===== config.mk =====
export PLATFORM = sky130hd
export DESIGN_NAME = btr_out_fifo
export DESIGN_NICKNAME = d
export VERILOG_FILES = /design/src/rtl/btr_pkg.sv /design/src/rtl/btr_out_fifo.sv
export SDC_FILE = /design/constraint.sdc
export NUM_CORES = 1
export LEC_CHECK = 0
export BUFFER_PORTS_ARGS = -buffer_cell sky130_fd_sc_hd__buf_4
export CELL_PAD_IN_SITES_DETAIL_PLACEMENT = 0
export CELL_PAD_IN_SITES_GLOBAL_PLACEMENT = 1
export CORE_MARGIN = 4
export CORE_UTILIZATION = 36
export DETAILED_ROUTE_END_ITERATION = 6
export GPL_ROUTABILITY_DRIVEN = 0
export PLACE_DENSITY_LB_ADDON = 0.1
export SLEW_MARGIN = 20
export SYNTH_ARGS = -nofsm -noshare
export SYNTH_HDL_FRONTEND = slang
export SYNTH_SLANG_ARGS = --single-unit
export TNS_END_PERCENT = 50

===== constraint.sdc =====
create_clock -name i_clk -period 7.1 [get_ports i_clk]
set_input_delay 1.42 -clock i_clk [delete_from_list [all_inputs] [get_ports i_clk]]
set_output_delay 1.42 -clock i_clk [all_outputs]
set_load 0.1 [all_outputs]

===== src/rtl/btr_pkg.sv =====
// ============================================================================
// btr_pkg: shared definitions of the bitmap text renderer
// Sizes, register indexes, character codes, interface structs and helpers.
// ============================================================================
package btr_pkg;

    // Design sizes.
    localparam int MAX_GLYPH_WIDTH  = 16;
    localparam int MAX_GLYPH_HEIGHT = 16;
    localparam int CHAR_COUNT       = 256;
    localparam int COORD_BITS       = 12;

    // Fixed widths of the item fields and the registers.
    localparam int ROW_PIXELS  = 16;
    localparam int OUT_COORD_W = 12;
    localparam int ADDR_BITS   = 24;
    localparam int CFG_W       = 13;
    localparam int DIM_BITS    = 5;
    localparam int CODE_BITS   = 8;
    localparam int COLOR_BITS  = 32;

    // Derived sizes.
    localparam int CUR_BITS   = COORD_BITS + 1;
    localparam int CHAR_BITS  = $clog2(CHAR_COUNT);
    localparam int FONT_DEPTH = CHAR_COUNT * MAX_GLYPH_HEIGHT;
    localparam int FONT_AW    = $clog2(FONT_DEPTH);
    localparam int GW_CAP     = (MAX_GLYPH_WIDTH < ROW_PIXELS) ? MAX_GLYPH_WIDTH : ROW_PIXELS;
    localparam int GH_CAP     = (MAX_GLYPH_HEIGHT < ROW_PIXELS) ? MAX_GLYPH_HEIGHT : ROW_PIXELS;
    localparam int SCREEN_CAP = 1 << COORD_BITS;

    // Output queue.
    localparam int OUT_DEPTH = 4;
    localparam int OUT_PW    = $clog2(OUT_DEPTH);
    localparam int OUT_CW    = $clog2(OUT_DEPTH + 1);

    // Configuration port.
    localparam int PADDR_BITS   = 5;
    localparam int CFG_IDX_BITS = 3;
    localparam logic [CFG_IDX_BITS-1:0] REG_SCREEN_WIDTH  = 3'd0;
    localparam logic [CFG_IDX_BITS-1:0] REG_SCREEN_HEIGHT = 3'd1;
    localparam logic [CFG_IDX_BITS-1:0] REG_PITCH_WORDS   = 3'd2;
    localparam logic [CFG_IDX_BITS-1:0] REG_GLYPH_WIDTH   = 3'd3;
    localparam logic [CFG_IDX_BITS-1:0] REG_GLYPH_HEIGHT  = 3'd4;

    localparam logic [CFG_W-1:0]    RST_SCREEN_WIDTH  = 13'd1024;
    localparam logic [CFG_W-1:0]    RST_SCREEN_HEIGHT = 13'd768;
    localparam logic [CFG_W-1:0]    RST_PITCH_WORDS   = 13'd1024;
    localparam logic [DIM_BITS-1:0] RST_GLYPH_WIDTH   = 5'd8;
    localparam logic [DIM_BITS-1:0] RST_GLYPH_HEIGHT  = 5'd16;

    // Item codes.
    localparam logic ACT_LOAD   = 1'b0;
    localparam logic ACT_RENDER = 1'b1;
    localparam logic [CODE_BITS-1:0] CODE_NL = 8'h0A;
    localparam logic [CODE_BITS-1:0] CODE_CR = 8'h0D;

    typedef struct packed {
        logic [CFG_W-1:0]    screen_width;
        logic [CFG_W-1:0]    screen_height;
        logic [CFG_W-1:0]    pitch_words;
        logic [DIM_BITS-1:0] glyph_width;
        logic [DIM_BITS-1:0] glyph_height;
    } t_cfg;

    typedef struct packed {
        logic [OUT_COORD_W-1:0] row_x;
        logic [OUT_COORD_W-1:0] row_y;
        logic [ADDR_BITS-1:0]   word_address;
        logic [ROW_PIXELS-1:0]  row_bits;
        logic [DIM_BITS-1:0]    visible_count;
        logic [COLOR_BITS-1:0]  fg_out;
        logic [COLOR_BITS-1:0]  bg_out;
        logic                   last_row;
    } t_row;

    typedef enum logic [3:0] {
        S_IDLE  = 4'b0001,
        S_WRAP  = 4'b0010,
        S_CHECK = 4'b0100,
        S_ROWS  = 4'b1000
    } t_state;

    // Cursor add that sticks at the largest cursor value.
    function automatic logic [CUR_BITS-1:0] sat_add(input logic [CUR_BITS-1:0] a,
                                                     input logic [DIM_BITS-1:0] b);
        logic [CUR_BITS:0] s;
        s = {1'b0, a} + {{(CUR_BITS + 1 - DIM_BITS){1'b0}}, b};
        return s[CUR_BITS] ? {CUR_BITS{1'b1}} : s[CUR_BITS-1:0];
    endfunction

endpackage


===== src/rtl/btr_out_fifo.sv =====
// ============================================================================
// btr_out_fifo: result queue
// Small queue of finished glyph rows that decouples the row pipeline from
// the downstream consumer.
// ============================================================================
module btr_out_fifo (
    input  logic                         i_clk,
    input  logic                         i_rst_n,
    input  logic                         i_push,
    input  btr_pkg::t_row                i_push_data,
    input  logic                         i_pop_ready,
    output logic                         o_valid,
    output btr_pkg::t_row                o_data,
    output logic [btr_pkg::OUT_CW-1:0]   o_count
);
    import btr_pkg::*;

    t_row              r_mem [OUT_DEPTH];
    logic [OUT_PW-1:0] r_wr_ptr;
    logic [OUT_PW-1:0] r_rd_ptr;
    logic [OUT_CW-1:0] r_count;
    logic              w_pop;

    assign o_valid = (r_count != '0);
    assign o_data  = r_mem[r_rd_ptr];
    assign o_count = r_count;
    assign w_pop   = o_valid && i_pop_ready;

    always_ff @(posedge i_clk) begin
        if (!i_rst_n) begin
            r_wr_ptr <= '0;
            r_rd_ptr <= '0;
            r_count  <= '0;
        end else begin
            if (i_push) begin
                r_wr_ptr <= r_wr_ptr + OUT_PW'(1);
            end
            if (w_pop) begin
                r_rd_ptr <= r_rd_ptr + OUT_PW'(1);
            end
            if (i_push && !w_pop) begin
                r_count <= r_count + OUT_CW'(1);
            end else if (!i_push && w_pop) begin
                r_count <= r_count - OUT_CW'(1);
            end
        end
    end

    always_ff @(posedge i_clk) begin
        if (i_push) begin
            r_mem[r_wr_ptr] <= i_push_data;
        end
    end

endmodule


Word level (Yosys, flattened, before mapping)
Memory sizes are Yosys's and may differ from the RTL's. A register that Yosys moved wholly into a read port is not among the register bits.
Cells that the tools add are included.
{ "word_totals": {"reg_bits": 7, "ram_bits": 536, "input_bits": 138, "memories": 1} }
{ "memory_table": {"columns": ["memory", "depth", "width", "read_ports", "rd_clocked_by_memory_dff", "wr", "line", "rtl"], "rows": [
  ["r_mem", 4, 134, 1, 1, 1, "btr_out_fifo.sv:18", "t_row r_mem [OUT_DEPTH];"]
]} }
{ "op_classes": {"n_addsub": 4, "mux": 6, "n_reduce_logical": 7} }
{ "ops": {"columns": ["operator", "count"], "rows": [
  ["3-bit two-way mux", 2],
  ["2-bit by 1-bit adder with 2-bit output (second input constant)", 2],
  ["2-bit two-way mux", 2],
  ["3-bit by 1-bit adder with 3-bit output (second input constant)", 1],
  ["1-bit logical AND", 3],
  ["3-bit nonzero test", 1],
  ["3-bit by 1-bit subtractor with 3-bit output (second input constant)", 1],
  ["1-bit logical NOT", 2],
  ["1-bit two-way mux", 2],
  ["2-bit nonzero test", 1]
]} }

Longest topological paths before layout
{ "depth": {"ltp_word": 5, "depth_mapped": 7} }

Worst setup path after synthesis
OpenSTA, ideal clock, no wires.
{ "synth_path": {"path_kind": "input-to-reg", "start": "in i_push", "end": "mem r_mem[0][0] (netlist bit), enable pin", "setup_ns": 0.509, "arrival_time_ns": 4.487, "required_ns": 6.591, "slack_ns": 2.105, "stages": 1, "n_path_buf": 0, "cell_sequence": "and2_1"} }
{ "synth_via": {"elab_chain_cells": 2} }
{ "synth_lines": {"columns": ["item", "line", "rtl"], "rows": [
  ["from (decl)", "btr_out_fifo.sv:9", "input logic i_push,"],
  ["1-bit two-way mux", "btr_out_fifo.sv:50", "if (i_push) begin"],
  ["1-bit two-way mux (implied by the code)", "btr_out_fifo.sv:51", "r_mem[r_wr_ptr] <= i_push_data;"],
  ["to (decl)", "btr_out_fifo.sv:18", null]
]} }
No other way between the ends.

==> results.toml <==
[run_status]
outcome = "finished, final reports clean"

[place]
hpwl_um = 23800
dpl_worst_slack_ns = 3.38
io_buffers = 275
dp_cells = 1691

[yosys]
synthTopCellsByArea = "edfxtp_1 (81%), mux4_2 (15%), dfxtp_1 (0.91%)"
synth_cell_types = 19
ys_seq_elements = 545
yosysWarnings = 0
syn_inst = 742
synth_area_leader_cell = "edfxtp_1"
syn_area_per_cell_um2 = 26.6
syn-num-nets = 886
ys_seq_area_frac = 0.824
netlist_area_um2 = 19800
synth_top_area_share = 0.815

[final_layout]
layout_common_cells = "edfxtp_1 (536), buf_4 (277), mux4_2 (134)"
final_common_cell = "edfxtp_1"
nets = 1199
drive_gt1_frac = 0.458
area_delta_synth_final_pct = 23.8
stdcell_count = 1800

[global_routing]
grt_use_total = 0.140
grt_pass1_wl_um = 62000
grt_pass1_vias = 9359
overflow = 0
antenna_found_initial = 3
grt_max_degree = 85

[timing]
fin_setup_tns_ns = 0
relSlewSlack = 0.344
worst_pin_slew_ns = 0.985
hold_viol = 0
period_needed_ns = 4.24
fin_crit_sh = 0.597
fin_worst_skew_ns = 0.0106
fin_ws_ns = 2.86
rsz0062_at_grt = "false"
clock.fmax_mhz = 236
slew_violations = 0
setup_viol = 0

[clock_network]
cts-buffers-inserted = 58
h-tree-depth = 2
post_cts_buffers = 0
insertion_delay_ns = 0.59
cts_tree = "yes"
ctsLongestPathBuffers = 3
root_buffer = "clkbuf_16"
cts_sinks = 545
postCtsResizedCells = 0
cts_hold_buf = 0
clk_pin_slew_ns = 0.06

[routing]
vias = 8691
drcViolationCount = 0
drtAntennaViolNets = 0
wl_per_cell_um = 23.0
wl_um = 41300
met2_length_um = 20900
highest_layer = "met5"
met1Wirelength_um = 16800
drt-initial-drc-count = 398
dr_wl_met3_um = 2900
detailedRoute.firstPassIterationCount = 4
via_per_inst = 4.83

[die]
row_count = 85
die-area_um2 = 58700
core_area_um2 = 54000
die_h_um = 242
initial_core_util = 0.366
fp.dieW_um = 242
ios = 276

[critical_path]
worst-r2r-cell-count = 3
worstReg2RegStart = "r_wr_ptr[0]"
cp.required_ns = 5.68
start_kind = "flip-flop"
rr_endpoint = "r_mem[1][10]"
reg2reg_slack_ns = 4.75
cp.arrival_ns = 2.82
cp-end-kind = "output port"
crit_path_end = "o_data[70]"
path_max_fanout = 77
crit_type = "reg2out"

[power]
vdd_ir_drop_max_v = 0.000344
leakage_nw = 8.12
pwr_density_cell_nw_per_um2 = 439

[hold_path]
hp-class = "reg2reg"

[job]
maxCapViolations = 0
==> sequential cells by signal, indices dropped and copies added (netlist names), named ones only <==
| name | cells |
|---|---|
| o_count | 3 |
| r_rd_ptr | 2 |
| r_wr_ptr | 2 |
| r_mem | 536 |
==> worst min path at each step <==
stage | startpoint | to | slack, ns | cells past startpoint
after detailed placement | o_count[2] | o_count[2] | 0.56 | 2
after floorplan | r_wr_ptr[1] | r_wr_ptr[1] | 0.53 | 2
final | r_wr_ptr[1] | r_wr_ptr[1] | 0.58 | 2
after global placement | o_count[2] | o_count[2] | 0.55 | 2
after global routing | r_wr_ptr[1] | r_wr_ptr[1] | 0.60 | 2
after CTS | o_count[2] | o_count[2] | 0.57 | 2
==> stage by stage <==
| stage | hold slack, ns | area (µm²) | utilization | total power [mW] |
|---|---|---|---|---|
| 3_3_place_gp | 0.549 | 22600 | 0.419 | 8.04 |
| 5_1_grt | 0.597 | 24500 | 0.453 | 11.2 |
| 2_1_floorplan | 0.528 | 19800 | - | 7.20 |
| 3_5_place_dp | 0.561 | 22600 | 0.419 | 8.04 |
| 4_1_cts | 0.573 | 24500 | 0.453 | 10.9 |
| 6_report | 0.578 | 24500 | 0.453 | 10.7 |
==> synthesized netlist by cell type <==
cell type / count
mux2i_1: 2
xor2_1: 2
or3_1: 2
edfxtp_1: 536
dfxtp_1: 9
a21boi_0: 1
xnor2_1: 3
nor2b_1: 2
inv_1: 3
clkbuf_1: 7
fa_1: 1
o31ai_1: 1
buf_6: 8
buf_2: 15
and2_1: 9
o21ai_0: 1
mux4_2: 134
ha_1: 5
o311ai_0: 1
==> logic make-up after synthesis <==
group           share of synthesized area
compound gates                    0.00146
xor+xnor                          0.00222
fa+ha+maj                         0.00418
buf+inv                            0.0103
flops                               0.824
mux                                 0.154
simple gates                      0.00412
==> cell type report <==
class	instances	area [µm²]
Inverter	3	11.3
Clock inverter	39	255
Clock buffer	69	1560
Sequential cell	545	16300
Fill cell	4594	29600
Timing Repair Buffer	283	2200
Multi-Input combinational cell	164	3280
Tap cell	696	871
Antenna cell	1	2.50
==> critical path, stage by stage (launching register included) <==
cell and delay, ns:
dfxtp_4 0.95, buf_12 0.46, mux4_2 0.42, buf_4 0.25
==> power breakdown <==
group / internal (mW) / switching, mW
Sequential: 3.71 / 0.0891
Clock: 1.66 / 1.19
Combinational: 1.02 / 3.08
==> routing by layer <==
layer	track usage	vias up
met5	0	-
li1	-	3863
met4	0.0374	2
met3	0.0477	58
met1	0.177	4563
met2	0.231	205
Power figures use the tool's default switching activity.
