<file path="src/rtl/btr_pkg.sv">
// ============================================================================
// btr_pkg: shared definitions of the bitmap text renderer
// Sizes, register indexes, character codes, interface structs and helpers.
// ============================================================================
package btr_pkg;

    // Design sizes.
    localparam int MAX_GLYPH_WIDTH  = 16;
    localparam int MAX_GLYPH_HEIGHT = 16;
    localparam int CHAR_COUNT       = 256;
    localparam int COORD_BITS       = 12;

    // Fixed widths of the item fields and the registers.
    localparam int ROW_PIXELS  = 16;
    localparam int OUT_COORD_W = 12;
    localparam int ADDR_BITS   = 24;
    localparam int CFG_W       = 13;
    localparam int DIM_BITS    = 5;
    localparam int CODE_BITS   = 8;
    localparam int COLOR_BITS  = 32;

    // Derived sizes.
    localparam int CUR_BITS   = COORD_BITS + 1;
    localparam int CHAR_BITS  = $clog2(CHAR_COUNT);
    localparam int FONT_DEPTH = CHAR_COUNT * MAX_GLYPH_HEIGHT;
    localparam int FONT_AW    = $clog2(FONT_DEPTH);
    localparam int GW_CAP     = (MAX_GLYPH_WIDTH < ROW_PIXELS) ? MAX_GLYPH_WIDTH : ROW_PIXELS;
    localparam int GH_CAP     = (MAX_GLYPH_HEIGHT < ROW_PIXELS) ? MAX_GLYPH_HEIGHT : ROW_PIXELS;
    localparam int SCREEN_CAP = 1 << COORD_BITS;

    // Output queue.
    localparam int OUT_DEPTH = 4;
    localparam int OUT_PW    = $clog2(OUT_DEPTH);
    localparam int OUT_CW    = $clog2(OUT_DEPTH + 1);

    // Configuration port.
    localparam int PADDR_BITS   = 5;
    localparam int CFG_IDX_BITS = 3;
    localparam logic [CFG_IDX_BITS-1:0] REG_SCREEN_WIDTH  = 3'd0;
    localparam logic [CFG_IDX_BITS-1:0] REG_SCREEN_HEIGHT = 3'd1;
    localparam logic [CFG_IDX_BITS-1:0] REG_PITCH_WORDS   = 3'd2;
    localparam logic [CFG_IDX_BITS-1:0] REG_GLYPH_WIDTH   = 3'd3;
    localparam logic [CFG_IDX_BITS-1:0] REG_GLYPH_HEIGHT  = 3'd4;

    localparam logic [CFG_W-1:0]    RST_SCREEN_WIDTH  = 13'd1024;
    localparam logic [CFG_W-1:0]    RST_SCREEN_HEIGHT = 13'd768;
    localparam logic [CFG_W-1:0]    RST_PITCH_WORDS   = 13'd1024;
    localparam logic [DIM_BITS-1:0] RST_GLYPH_WIDTH   = 5'd8;
    localparam logic [DIM_BITS-1:0] RST_GLYPH_HEIGHT  = 5'd16;

    // Item codes.
    localparam logic ACT_LOAD   = 1'b0;
    localparam logic ACT_RENDER = 1'b1;
    localparam logic [CODE_BITS-1:0] CODE_NL = 8'h0A;
    localparam logic [CODE_BITS-1:0] CODE_CR = 8'h0D;

    typedef struct packed {
        logic [CFG_W-1:0]    screen_width;
        logic [CFG_W-1:0]    screen_height;
        logic [CFG_W-1:0]    pitch_words;
        logic [DIM_BITS-1:0] glyph_width;
        logic [DIM_BITS-1:0] glyph_height;
    } t_cfg;

    typedef struct packed {
        logic [OUT_COORD_W-1:0] row_x;
        logic [OUT_COORD_W-1:0] row_y;
        logic [ADDR_BITS-1:0]   word_address;
        logic [ROW_PIXELS-1:0]  row_bits;
        logic [DIM_BITS-1:0]    visible_count;
        logic [COLOR_BITS-1:0]  fg_out;
        logic [COLOR_BITS-1:0]  bg_out;
        logic                   last_row;
    } t_row;

    typedef enum logic [3:0] {
        S_IDLE  = 4'b0001,
        S_WRAP  = 4'b0010,
        S_CHECK = 4'b0100,
        S_ROWS  = 4'b1000
    } t_state;

    // Cursor add that sticks at the largest cursor value.
    function automatic logic [CUR_BITS-1:0] sat_add(input logic [CUR_BITS-1:0] a,
                                                     input logic [DIM_BITS-1:0] b);
        logic [CUR_BITS:0] s;
        s = {1'b0, a} + {{(CUR_BITS + 1 - DIM_BITS){1'b0}}, b};
        return s[CUR_BITS] ? {CUR_BITS{1'b1}} : s[CUR_BITS-1:0];
    endfunction

endpackage

</file>
<file path="src/rtl/btr_cfg_regs.sv">
// ============================================================================
// btr_cfg_regs: configuration register file
// APB-style write and read access to the five renderer registers.
// ============================================================================
module btr_cfg_regs (
    input  logic                           i_clk,
    input  logic                           i_rst_n,
    input  logic                           psel,
    input  logic                           penable,
    input  logic                           pwrite,
    input  logic [btr_pkg::PADDR_BITS-1:0] paddr,
    input  logic [31:0]                    pwdata,
    output logic [31:0]                    prdata,
    output logic                           pready,
    output btr_pkg::t_cfg                  o_cfg
);
    import btr_pkg::*;

    t_cfg                    r_cfg;
    logic                    w_wr;
    logic [CFG_IDX_BITS-1:0] w_idx;

    assign pready = 1'b1;
    assign w_wr   = psel && penable && pwrite && pready;
    assign w_idx  = paddr[PADDR_BITS-1:2];
    assign o_cfg  = r_cfg;

    always_ff @(posedge i_clk) begin
        if (!i_rst_n) begin
            r_cfg.screen_width  <= RST_SCREEN_WIDTH;
            r_cfg.screen_height <= RST_SCREEN_HEIGHT;
            r_cfg.pitch_words   <= RST_PITCH_WORDS;
            r_cfg.glyph_width   <= RST_GLYPH_WIDTH;
            r_cfg.glyph_height  <= RST_GLYPH_HEIGHT;
        end else if (w_wr) begin
            unique case (w_idx)
                REG_SCREEN_WIDTH:  r_cfg.screen_width  <= pwdata[CFG_W-1:0];
                REG_SCREEN_HEIGHT: r_cfg.screen_height <= pwdata[CFG_W-1:0];
                REG_PITCH_WORDS:   r_cfg.pitch_words   <= pwdata[CFG_W-1:0];
                REG_GLYPH_WIDTH:   r_cfg.glyph_width   <= pwdata[DIM_BITS-1:0];
                REG_GLYPH_HEIGHT:  r_cfg.glyph_height  <= pwdata[DIM_BITS-1:0];
                default: begin
                end
            endcase
        end
    end

    always_comb begin
        unique case (w_idx)
            REG_SCREEN_WIDTH:  prdata = 32'(r_cfg.screen_width);
            REG_SCREEN_HEIGHT: prdata = 32'(r_cfg.screen_height);
            REG_PITCH_WORDS:   prdata = 32'(r_cfg.pitch_words);
            REG_GLYPH_WIDTH:   prdata = 32'(r_cfg.glyph_width);
            REG_GLYPH_HEIGHT:  prdata = 32'(r_cfg.glyph_height);
            default:           prdata = 32'd0;
        endcase
    end

endmodule

</file>
<file path="config.mk">
export PLATFORM = sky130hd
export DESIGN_NAME = btr_cfg_regs
export DESIGN_NICKNAME = d
export VERILOG_FILES = /design/src/rtl/btr_pkg.sv /design/src/rtl/btr_cfg_regs.sv
export SDC_FILE = /design/constraint.sdc
export NUM_CORES = 1
export LEC_CHECK = 0
export ABC_AREA = 1
export BUFFER_PORTS_ARGS = -buffer_cell sky130_fd_sc_hd__buf_4
export CAP_MARGIN = 40
export CORE_ASPECT_RATIO = 0.7
export CORE_UTILIZATION = 30
export CTS_CLUSTER_SIZE = 10
export DETAILED_ROUTE_END_ITERATION = 10
export GPL_TIMING_DRIVEN = 0
export SETUP_SLACK_MARGIN = 0.02
export SYNTH_ARGS = -nofsm -noshare
export SYNTH_HDL_FRONTEND = slang
export SYNTH_SLANG_ARGS = --single-unit
</file>
<file path="constraint.sdc">
create_clock -name i_clk -period 1.4 [get_ports i_clk]
set_clock_uncertainty 0.15 [all_clocks]
set_input_delay 0.21 -clock i_clk [delete_from_list [all_inputs] [get_ports i_clk]]
set_output_delay 0.21 -clock i_clk [all_outputs]
set_load 0.05 [all_outputs]
</file>
Word-level counts from Yosys, hierarchy flattened
Index checks and enable logic that the tools add are counted.
{"block": "word_totals", "ff_bits": 49, "in_bits": 42, "output_inout_bits": 82, "wordCells": 18}
{"block": "classes", "eq_ne": 4, "n_mux": 1, "n_reduce_logical": 8}
{"cell": "13-bit one-hot mux with 5 select lines", "n": 1}
{"cell": "2-bit AND reduction", "n": 5}
{"cell": "3-bit by 2-bit == test with 1-bit output (second input constant)", "n": 2}
{"cell": "3-bit by 1-bit == test with 1-bit output (second input constant)", "n": 1}
{"cell": "3-bit == test (second input constant)", "n": 1}
{"cell": "3-bit zero test", "n": 1}
{"cell": "1-bit logical AND", "n": 2}

Depth between registers and ports, before layout
{"block": "depth", "depth_word": 3, "mapped_depth": 8, "mapped_depth_nobuf": 7}

Least setup slack after synthesis
No wires, ideal clock.
{"block": "synth_path", "kind": "register to output", "start": "register r_cfg (netlist bit o_cfg[6])", "end": "output prdata[1]", "arrival_time_ns": 1.229, "required_ns": 1.040, "path_slack_ns": -0.189, "path_stages_with_launch": 5, "n_path_buf": 0, "path_cell_list": "dfxtp_1 nand4_1 nand2_1 nor2_1 nand2_1"}
{"block": "synth_via", "elab_chain_cells": 1}
{"element": "from (decl)", "line": "btr_cfg_regs.sv:19", "text": "t_cfg r_cfg;"}
{"element": "13-bit one-hot mux with 5 select lines", "line": "btr_cfg_regs.sv:49", "text": "unique case (w_idx)"}
{"element": "to (decl)", "line": "btr_cfg_regs.sv:13", "text": "output logic [31:0] prdata,"}
No other way between the ends.

Worst setup path in the final report
{"block": "layout_path", "start": "input paddr[4] (netlist bit)", "end": "output prdata[11]"}
{"block": "layout_via", "elab_chain_cells": 2, "elab_cells_between_ends": 6, "classes_between": "4 x eq/ne; 1 x mux; 1 x reduce/logical"}
{"element": "from (decl)", "line": "btr_cfg_regs.sv:11", "text": "input logic [btr_pkg::PADDR_BITS-1:0] paddr,"}
{"element": "3-bit == test, or another cell as far along", "line": "btr_cfg_regs.sv:49"}
{"element": "13-bit one-hot mux with 5 select lines (*)", "line": "btr_cfg_regs.sv:49"}
Mark *: on every way between the ends. The rest lies on a longest branch, timed or not.

==> flow_summary.json <==
{
  "setup_viol": 13,
  "p_sw_share_pct": 29.7,
  "finalHoldViolations": 0,
  "synth_top_area_cell": "dfxtp_1",
  "crit_path_end_kind": "primary output",
  "powerDensity_nw_per_um2": 808,
  "ys_async_sr_fraction_pct": 0,
  "ys_types": 16,
  "ys_ff_latch": 49,
  "violations": "negative setup slack",
  "post_drt_via_cell_ratio": 4.66,
  "drc_errors": 0,
  "crit_chain": "buf_12 > clkinv_4 > buf_6 > nand2_4 > nor2_4 > buf_8 > nand2_4 > nand3_4 > buf_8",
  "grt_pass1_wl_um": 14000,
  "row_count": 27,
  "critPathTopFamily": "buffers and inverters",
  "drv_slew": 0,
  "hold_class": "input port to register",
  "status": "complete, but fails checks",
  "ys_top_cells_by_count": "106 x nand2_1, 97 x nor2_1, 61 x nand3_1, 49 x dfxtp_1, 29 x buf_4",
  "multi_input_area_sq_um": 1620,
  "synth.cell_area_sq_um": 2570,
  "num-fill-cells": 764,
  "ant_nets": 0,
  "crit_path_max_incr_delay_ps": 170,
  "clk_pin_slew_ps": 70,
  "required_ps": 1040,
  "yosysMostFrequentCell": "nand2_1",
  "worst-setup-path-type": "input port to primary output",
  "nets": 573,
  "p_sw_w": 0.00103,
  "maxCapViolCount": 0,
  "power_frac_seq_pct": 41.4,
  "io_buffer_count": 81,
  "cp-start-kind": "input port",
  "antenna_cells": 0,
  "max-vdd-ir-drop_v": 0.000514,
  "die_w_um": 113,
  "via_count": 2947,
  "clkPwrFrac_pct": 37.4,
  "die_h_um": 79.5,
  "synthFlopType": "dfxtp_1",
  "synthTopCellsByArea": "dfxtp_1 38%, nand2_1 15%, nor2_1 14%, nand3_1 12%, buf_4 8.5%",
  "leakagePower_nw": 2.19,
  "min_period_ps": 1510,
  "grt.overflow.total": 0,
  "cts-root-buf": "clkbuf_16",
  "final.period_utilization_pct": 108,
  "largest_reg_flops": 49,
  "wl_per_cell_um": 14.3,
  "cts_tree": "done",
  "ioPinCount": 124,
  "die_area_sq_um": 8960,
  "grt_max_degree": 15,
  "grt_pass1_vias": 2666,
  "clockBufferDepth": 2,
  "grt_usage_pct": 20.3,
  "max_freq_ghz": 0.660,
  "cp_max_fo": 5,
  "gp_congestion": 0.831,
  "area_growth_pct": 66.3,
  "core_area_sq_um": 8070,
  "rsz0062_at_grt": "true",
  "slowest_stage": "buf_8",
  "holdWs_ps": 0.645,
  "slew_headroom_pct": 56.0,
  "numCtsBuffers": 5,
  "synthCells": 401,
  "drt-pass1-iter-count": 5,
  "start_util_pct": 31.9,
  "drt-initial-drc-count": 174,
  "avgSynthCellArea_sq_um": 6.42,
  "grt_antenna_before_repair": 0,
  "seqCellArea_sq_um": 1010,
  "fin_util_pct": 53.0,
  "synth.top_cell.area_share_pct": 38.1,
  "clock-sinks": 49,
  "comb_power_share_pct": 21.3,
  "ys_seq_area_share_pct": 38.1,
  "p_int_w": 0.00243,
  "dp_hpwl_um": 6300,
  "critPathArrivalTime_ps": 1150,
  "ys_warn_count": 0,
  "ctsHtreeMaxLevel": 2,
  "drive_above_1_share_pct": 43.8,
  "synth_edf_count": 0,
  "tightest_slew_ps": 659,
  "cp_num_buf_inv": 5,
  "clk_latency_ps": 280,
  "worst_slack_ps": -114,
  "routed_wl_um": 9070
}
[what timing repair did]
action	in CTS	in global routing
pin swaps	15	12
gates cloned	4	0
buffers inserted	18	2
setup endpoints to repair	13	13
endpoints found under the hold margin	2	0
hold buffers	2	0
resized for setup	96	17
[metal layers]
| metal | GRT usage [%] | vias to the layer above | part of all wire (%) |
|---|---|---|---|
| met4 | 4.40 | 0 | 1.5 |
| met5 | 0 | - | 0 |
| met2 | 31.4 | 131 | 44 |
| met3 | 3.64 | 15 | 7.6 |
| li1 | - | 1481 | - |
| met1 | 29.3 | 1320 | 47 |
[logic make-up after synthesis]
family / Yosys count / share of synthesized area (%)
AO/OA/AOI/OAI: 4 / 0.777
AND/OR/NAND/NOR: 283 / 47.0
flip-flops: 49 / 38.1
buffers and inverters: 63 / 13.8
other: 2 / 0.292
[path summary, 6_finish.rpt]
| kind | slack (ps) | cells past startpoint | start | to |
|---|---|---|---|---|
| worst min-delay path | 0.6 | 3 | pwdata[3] | o_cfg[8]$_SDFFE_PN1P_ |
| worst max register to register | 510 | 3 | o_cfg[8]$_SDFFE_PN1P_ | o_cfg[8]$_SDFFE_PN1P_ |
| worst max-delay path | -110 | 9 | paddr[4] | prdata[11] |
| worst min register to register | 350 | 2 | o_cfg[0]$_SDFFE_PN0P_ | o_cfg[0]$_SDFFE_PN0P_ |
[tightest hold or removal path, stage by stage]
cell,delay (ps)
buf_4,90
nand2_1,40
nand3_1,70
[power groups by stage]
| stage | combinational, W | clock, W | sequential, W |
|---|---|---|---|
| finish | 0.000735 | 0.00129 | 0.00143 |
| detailed placement | 0.000605 | 0 | 0.00146 |
| CTS | 0.000725 | 0.00129 | 0.00143 |
| global route | 0.000779 | 0.00135 | 0.00143 |
| global placement | 0.000604 | 0 | 0.00146 |
| floorplan | 0.000381 | 0 | 0.00152 |
[final cells by class]
cell class	instances	area share, %
Multi-Input combinational cell	307	37.9
Sequential cell	49	23.6
Timing Repair Buffer	106	22.5
Buffer	41	7.33
Clock buffer	7	3.57
Tap cell	101	2.95
Inverter	21	2.07
Clock inverter	1	0.117
[through the flow]
stage / area [sq um] / power, W / TNS (ps) / cells / setup slack, ps
4_1_cts: 4250 / 0.00345 / -1250 / 633 / -114
2_1_floorplan: 2800 / 0.00190 / 0 / 419 / 8.61
5_1_grt: 4280 / 0.00356 / -1700 / 633 / -156
3_3_place_gp: 3530 / 0.00206 / -8200 / 601 / -407
6_report: 4280 / 0.00346 / -1200 / 633 / -114
3_5_place_dp: 3530 / 0.00207 / -8200 / 601 / -399
[placed cells by master, fill, tap and decap left out]
cell type / synthesis / final
bufbuf_16: 0 / 1
dfxtp_2: 0 / 22
dfxtp_1: 49 / 27
dlygate4sd3_1: 0 / 2
clkinv_4: 0 / 1
inv_4: 0 / 2
nand3_2: 4 / 7
nand3_1: 61 / 50
clkinv_2: 0 / 1
inv_1: 19 / 18
nor2_4: 2 / 8
nand4_1: 9 / 9
buf_6: 0 / 11
clkbuf_8: 0 / 2
nor2_1: 97 / 87
nand2_1: 106 / 77
nand3_4: 0 / 8
clkbuf_16: 0 / 5
buf_1: 4 / 4
nand2_2: 0 / 14
nand2_4: 0 / 15
buf_12: 0 / 1
buf_4: 29 / 106
conb_1: 2 / 20
buf_2: 8 / 5
o21ai_0: 4 / 4
buf_8: 0 / 16
clkbuf_1: 1 / 1
nor2_2: 4 / 8
Power figures use the tool's default switching activity.
